<file path="config.mk">
export PLATFORM = sky130hd
export DESIGN_NAME = fmwo_mul
export DESIGN_NICKNAME = d
export VERILOG_FILES = /design/src/design/fmwo_pkg.sv /design/src/design/fmwo_mul.sv
export SDC_FILE = /design/constraint.sdc
export NUM_CORES = 2
export LEC_CHECK = 0
export BUFFER_PORTS_ARGS = -buffer_cell sky130_fd_sc_hd__buf_4
export CORE_AREA = 2 2 210 212
export DETAILED_ROUTE_END_ITERATION = 8
export DIE_AREA = 0 0 212 214
export PLACE_DENSITY_LB_ADDON = 0.2
export SLEW_MARGIN = 5
export SYNTH_ARGS = -nofsm -noshare
export SYNTH_HDL_FRONTEND = slang
export SYNTH_SLANG_ARGS = --single-unit
export TNS_END_PERCENT = 20
</file>
<file path="constraint.sdc">
create_clock -name i_clk -period 12.2 [get_ports i_clk]
set_input_delay 2.44 -clock i_clk [delete_from_list [all_inputs] [get_ports i_clk]]
set_output_delay 2.44 -clock i_clk [all_outputs]
set_load 0.005 [all_outputs]
</file>
<file path="src/design/fmwo_pkg.sv">
// Shared widths, reset values and register indexes for the FM wavetable oscillator.
`default_nettype none

package fmwo_pkg;

    localparam int TABLE_BITS_DEF = 12;
    localparam int PHASE_BITS_DEF = 24;

    localparam int BASE_W   = 23;
    localparam int AMP_W    = 15;
    localparam int RATIO_W  = 16;
    localparam int VAL_W    = 16;
    localparam int ADDR_W   = 12;
    localparam int INC_W    = BASE_W + RATIO_W - 8;
    localparam int FMA_W    = INC_W + RATIO_W;
    localparam int FMA_LO_W = 24;
    localparam int FMA_HI_W = FMA_W - FMA_LO_W;
    localparam int FM_SHIFT = 23;
    localparam int AMP_SHIFT = 15;

    localparam int MUL_A_W = 33;
    localparam int MUL_B_W = 18;
    localparam int PROD_W  = MUL_A_W + MUL_B_W;

    localparam int S_DATA_W = 32;
    localparam int M_DATA_W = 16;

    localparam int CFG_IDX_W  = 3;
    localparam int CFG_DATA_W = BASE_W;

    localparam logic [CFG_IDX_W-1:0] CFG_BASE_INC  = 3'd0;
    localparam logic [CFG_IDX_W-1:0] CFG_AMPLITUDE = 3'd1;
    localparam logic [CFG_IDX_W-1:0] CFG_CAR_RATIO = 3'd2;
    localparam logic [CFG_IDX_W-1:0] CFG_MOD_RATIO = 3'd3;
    localparam logic [CFG_IDX_W-1:0] CFG_MOD_INDEX = 3'd4;

    localparam logic [BASE_W-1:0]  RST_BASE_INC  = 23'd167393;
    localparam logic [AMP_W-1:0]   RST_AMPLITUDE = 15'd13107;
    localparam logic [RATIO_W-1:0] RST_CAR_RATIO = 16'd256;
    localparam logic [RATIO_W-1:0] RST_MOD_RATIO = 16'd256;
    localparam logic [RATIO_W-1:0] RST_MOD_INDEX = 16'd256;

    localparam logic KIND_TICK  = 1'b0;
    localparam logic KIND_WRITE = 1'b1;

    localparam logic signed [VAL_W-1:0] SAMPLE_MAX = 16'sh7FFF;
    localparam logic signed [VAL_W-1:0] SAMPLE_MIN = -16'sh8000;

endpackage

`default_nettype wire

</file>
<file path="src/design/fmwo_mul.sv">
// Shared signed multiplier with a registered product.
`default_nettype none

module fmwo_mul
    import fmwo_pkg::*;
(
    input  wire                        i_clk,
    input  wire  signed [MUL_A_W-1:0]  i_a,
    input  wire  signed [MUL_B_W-1:0]  i_b,
    output logic signed [PROD_W-1:0]   o_prod
);

    always_ff @(posedge i_clk) begin
        o_prod <= PROD_W'(i_a) * PROD_W'(i_b);
    end

endmodule

`default_nettype wire

</file>
# After elaboration in Yosys (flattened, before gate mapping)
# Index checks and enable logic that the tools add are counted.
[word_totals] in_bits=52 register_bits=51
[op_classes] n_mul=1
[ops] operator="$mul A33 B18 Y51" n=1

# Logic depth before layout (Yosys ltp)
[logic_depth] word_depth=1 ltp_mapped=26 mapped_depth_nobuf=24

# Least setup slack after synthesis
# Ideal clock, no wire load.
[synth_timing] path_type="input-to-reg" from="in i_a[23]" to="reg o_prod[45]" t_arrival_ps=8164 setup_ps=72 stages=24 required_time_ps=12128 slack_ps=3964 cell_sequence="clkbuf_1 > clkbuf_1 > nand2_1 > fa_1 > fa_1 > fa_1 > inv_1 > fa_1 > fa_1 > inv_1 > fa_1 > inv_1 > ha_1 > clkbuf_2 > a21oi_1 > o2111ai_1 > a221oi_1 > nor2b_1 > a31oi_4 > o31ai_2 > a311oi_4 > o221ai_2 > a21oi_2 > xnor2_1"
[synth_via] elab_chain_len=1
[synth_rtl] element="start: declaration" line_no="fmwo_mul.sv:8" text="input wire signed [MUL_A_W-1:0] i_a,"
[synth_rtl] element="$mul A33 B18 Y51" line_no="fmwo_mul.sv:14" text="o_prod <= PROD_W'(i_a) * PROD_W'(i_b);"
[synth_rtl] element="end signal: assignment" line_no="fmwo_mul.sv:14"
[synth_rtl] element="end: declaration" line_no="fmwo_mul.sv:10" text="output logic signed [PROD_W-1:0] o_prod"
# Every way passes these cells.

# Final worst setup path
[layout_timing] from="in i_b[3]" to="reg o_prod[50]"
[layout_via] elab_chain_len=1
[layout_rtl] element="start: declaration" line_no="fmwo_mul.sv:9" text="input wire signed [MUL_B_W-1:0] i_b,"
[layout_rtl] element="$mul A33 B18 Y51" line_no="fmwo_mul.sv:14"
# Every way passes these cells.

==> metrics.md <==
| Metric | Value |
|---|---|
| Fraction of the mapped netlist area in compound gates | `0.0418` |
| Die height | `~210 um` |
| Root buf cell | `clkbuf_16` |
| EDFF count, synth | `0` |
| Postcts setup bufs | `0` |
| Synth area leaders | `fa_1 (54%), inv_1 (11%), ha_1 (7.2%)` |
| Synth Area in Adders | `0.608` |
| Register area share after synthesis | `0.0480` |
| # DRC | `0` |
| Die Area | `45400 um^2` |
| Mux cell area share after synthesis | `0` |
| Maximum clock frequency | `115 MHz` |
| Main combinational cell family by area after synthesis | `adder cells` |
| Post-synth cell types | `58` |
| Most frequent cell after synthesis | `inv_1` |
| WHS Endpoint | `o_prod[0]$_DFF_P_` |
| HPWL Detailed | `43700 um` |
| Crit path cell chain | `buf_4 > nand2_1 > fa_1 > fa_1 > fa_1 > inv_1 > fa_1 > fa_1 > inv_1 > fa_1 > inv_1 > ha_1 > nand2_1 > or3_1 > nor3_1 > o311ai_1 > or3b_4 > o21ai_2 > o211ai_1 > a21o_1 > a21oi_2 > xnor2_1` |
| Mapped cell area | `21300 um^2` |
| Final min period | `8.71 ns` |
| Initial DRC count | `between 700 and 800` |
| Post-synthesis async set-or-reset flop share | `0` |
| Rel. slew slack | `0.523` |
| Hold-fix buffers at CTS | `0` |
| CP most frequent cell | `fa_1` |
| Grt met2 use | `0.454` |
| Slew Viols, Final | `0` |
| Worst Max-Slew Pin Slew | `0.711 ns` |
| Synth cell count leaders | `inv_1 (618), fa_1 (569), nand2_1 (358)` |
| Final ANT Viol Nets | `0` |
| TritonRoute pass-1 iters | `5` |
| Via count | `15101` |
| Starting Density | `0.496` |
| Largest net degree at the start of global routing | `34` |
| Fin crit share | `0.714` |
| CTS H-tree lvls | `2` |
| XOR/XNOR Fraction of Synth Area | `0.0222` |
| Filler cell count | `4002` |
| RSZ-0062 raised after global routing | `no` |
| Max cap viols | `0` |
| Vias in the first global route | `~17000` |
| Placed Cells | `between 2000 and 3000` |
| Ys Warns | `0` |
| CP max stage cell | `fa_1` |
| DR WL/cell | `18.7 um` |
| Die W | `between 200 and 250 um` |
| Critical path class | `in2reg` |
| Critical path peak fanout | `33` |
| Cell Rows | `76` |
| Cts repair resizes | `0` |
| Req. time, crit path | `12.45 ns` |
| Dpl ws | `3.12 ns` |
| TritonCTS buffer count | `5` |
| Hold crit path type | `in2reg` |
| Crit. End Element | `flop` |
| CTS tree | `built` |
| Worst path bufs/invs | `4` |
| Global-route wire length before repair | `92500 um` |
| Synth Flop Type | `dfxtp_1` |
| Finished Layout Cells | `about 2900` |
| Area grow syn2layout | `6.02%` |
| Global placement routability congestion | `0.891` |
| Synthesized netlist cell count | `2328` |
| CP arrival | `8.96 ns` |
| Kind of start point of the critical path | `input pin` |
| Top flop regs | `o_prod (51)` |
| Final worst setup slack | `3.49 ns` |
| Share of Yosys cell area claimed by the top area cell type | `0.536` |
| Core area | `42900 um^2` |
| # nets final | `a little over 3000` |
| Crit path max-delay family | `adder cells` |
| Leading area contributor after synthesis | `fa_1` |
| GRT Total Usage | `0.263` |
| Worst path max stage delay | `0.54 ns` |
| I/O pins | `103` |
| Hold_sp | `i_a[0]` |
| Final hold viol count | `0` |
| Total wire length | `54700 um` |
| Global route total overflow | `0` |
| Setup TNS | `0 ns` |
| GRT busiest layer | `met2` |
| Share of layout cells above drive strength 1 | `0.0552` |
| TritonCTS Sinks | `51` |
| Top reg by flops | `o_prod` |
| Input/output buffers | `roughly 100` |
| Met3 Track Usage GR | `0.0421` |
| Worst-path clk slew | `0.11 ns` |
| Syn Area/Cell | `slightly above 9 um^2` |
| Status | `finished, final reports clean` |
| CP Launch Point | `i_b[3]` |
| Hold Path Stages | `2` |
| Clk buf depth | `2` |
| Max reg flops | `51` |
| Initial antenna violation count | `3` |
| # setup viols final | `0` |
| Fraction of the mapped netlist area in simple logic gates | `0.152` |
| Via/cell ratio | `5.17` |
| Syn Nets | `3072` |
| Seq cells post-synth | `51` |
| Global Route met1 Usage | `0.345` |
-- area by class of cell --
| class | count | area (um^2) | share of cell area |
|---|---|---|---|
| Clock inverter | 3 | 47.5 | 0.00211 |
| Timing Repair Buffer | 103 | 773 | 0.0343 |
| Clock buffer | 5 | 125 | 0.00555 |
| Inverter | 618 | 2320 | 0.103 |
| Tap cell | 585 | 732 | 0.0325 |
| Sequential cell | 51 | 1020 | 0.0453 |
| Multi-Input combinational cell | 1555 | 17500 | 0.777 |
| Antenna cell | 1 | 2.50 | 0.000111 |
-- how the worst max path moves through the flow --
stage | endpoint | depth (start not counted) | slack (ns)
finish | o_prod[50]$_DFF_P_ | 22 | 3.49
global route | o_prod[50]$_DFF_P_ | 22 | 3.24
CTS | o_prod[44]$_DFF_P_ | 22 | 3.47
detailed placement | o_prod[50]$_DFF_P_ | 22 | 3.12
global placement | o_prod[44]$_DFF_P_ | 22 | 3.22
floorplan | o_prod[45]$_DFF_P_ | 24 | 3.96
-- cells in the final DEF (no fill, tap or decap), drive strengths merged, types with 2 or more instances in the layout --
master / count
nand2: 358
clkbuf: 5
buf: 103
nor3: 8
nand2b: 7
fa: 569
or2b: 2
nor2: 48
inv: 619
o21a: 9
o21bai: 5
o211ai: 5
a31o: 2
a21boi: 4
a31oi: 5
nand3: 6
a211o: 2
a21o: 11
and3: 3
xor2: 11
a21oi: 45
nand4: 3
ha: 123
dfxtp: 51
and2: 231
xnor2: 43
o31ai: 2
and4: 2
or3: 3
nor2b: 6
o311ai: 2
o21ai: 26
-- cell families (layout without fill, tap and decap cells) --
family                   Yosys count  after routing
XOR/XNOR                          54             54
AND/OR/NAND/NOR                  680            680
adder cells (fa/ha/maj)          692            692
flip-flops                        51             51
other                              0              1
AO/OA/AOI/OAI                    129            129
buffers and inverters            722            729
-- through the flow --
stage	area, um^2	hold WS (ns)	util
finish	22500	2.53	0.526
global route	22500	2.54	0.526
CTS	22500	2.52	0.526
detailed placement	22400	2.82	0.522
global placement	22400	2.82	0.522
floorplan	21300	2.56	-
-- metal layers --
layer / up-vias / routed length [um]
met3: 91 / 3340
met5: - / 30
met2: 449 / 27700
met1: 7934 / 22400
met4: 4 / 1270
li1: 6623 / -
Power is not shown: default switching activity piles up to over one toggle a cycle in this logic, so the estimate is an artifact.
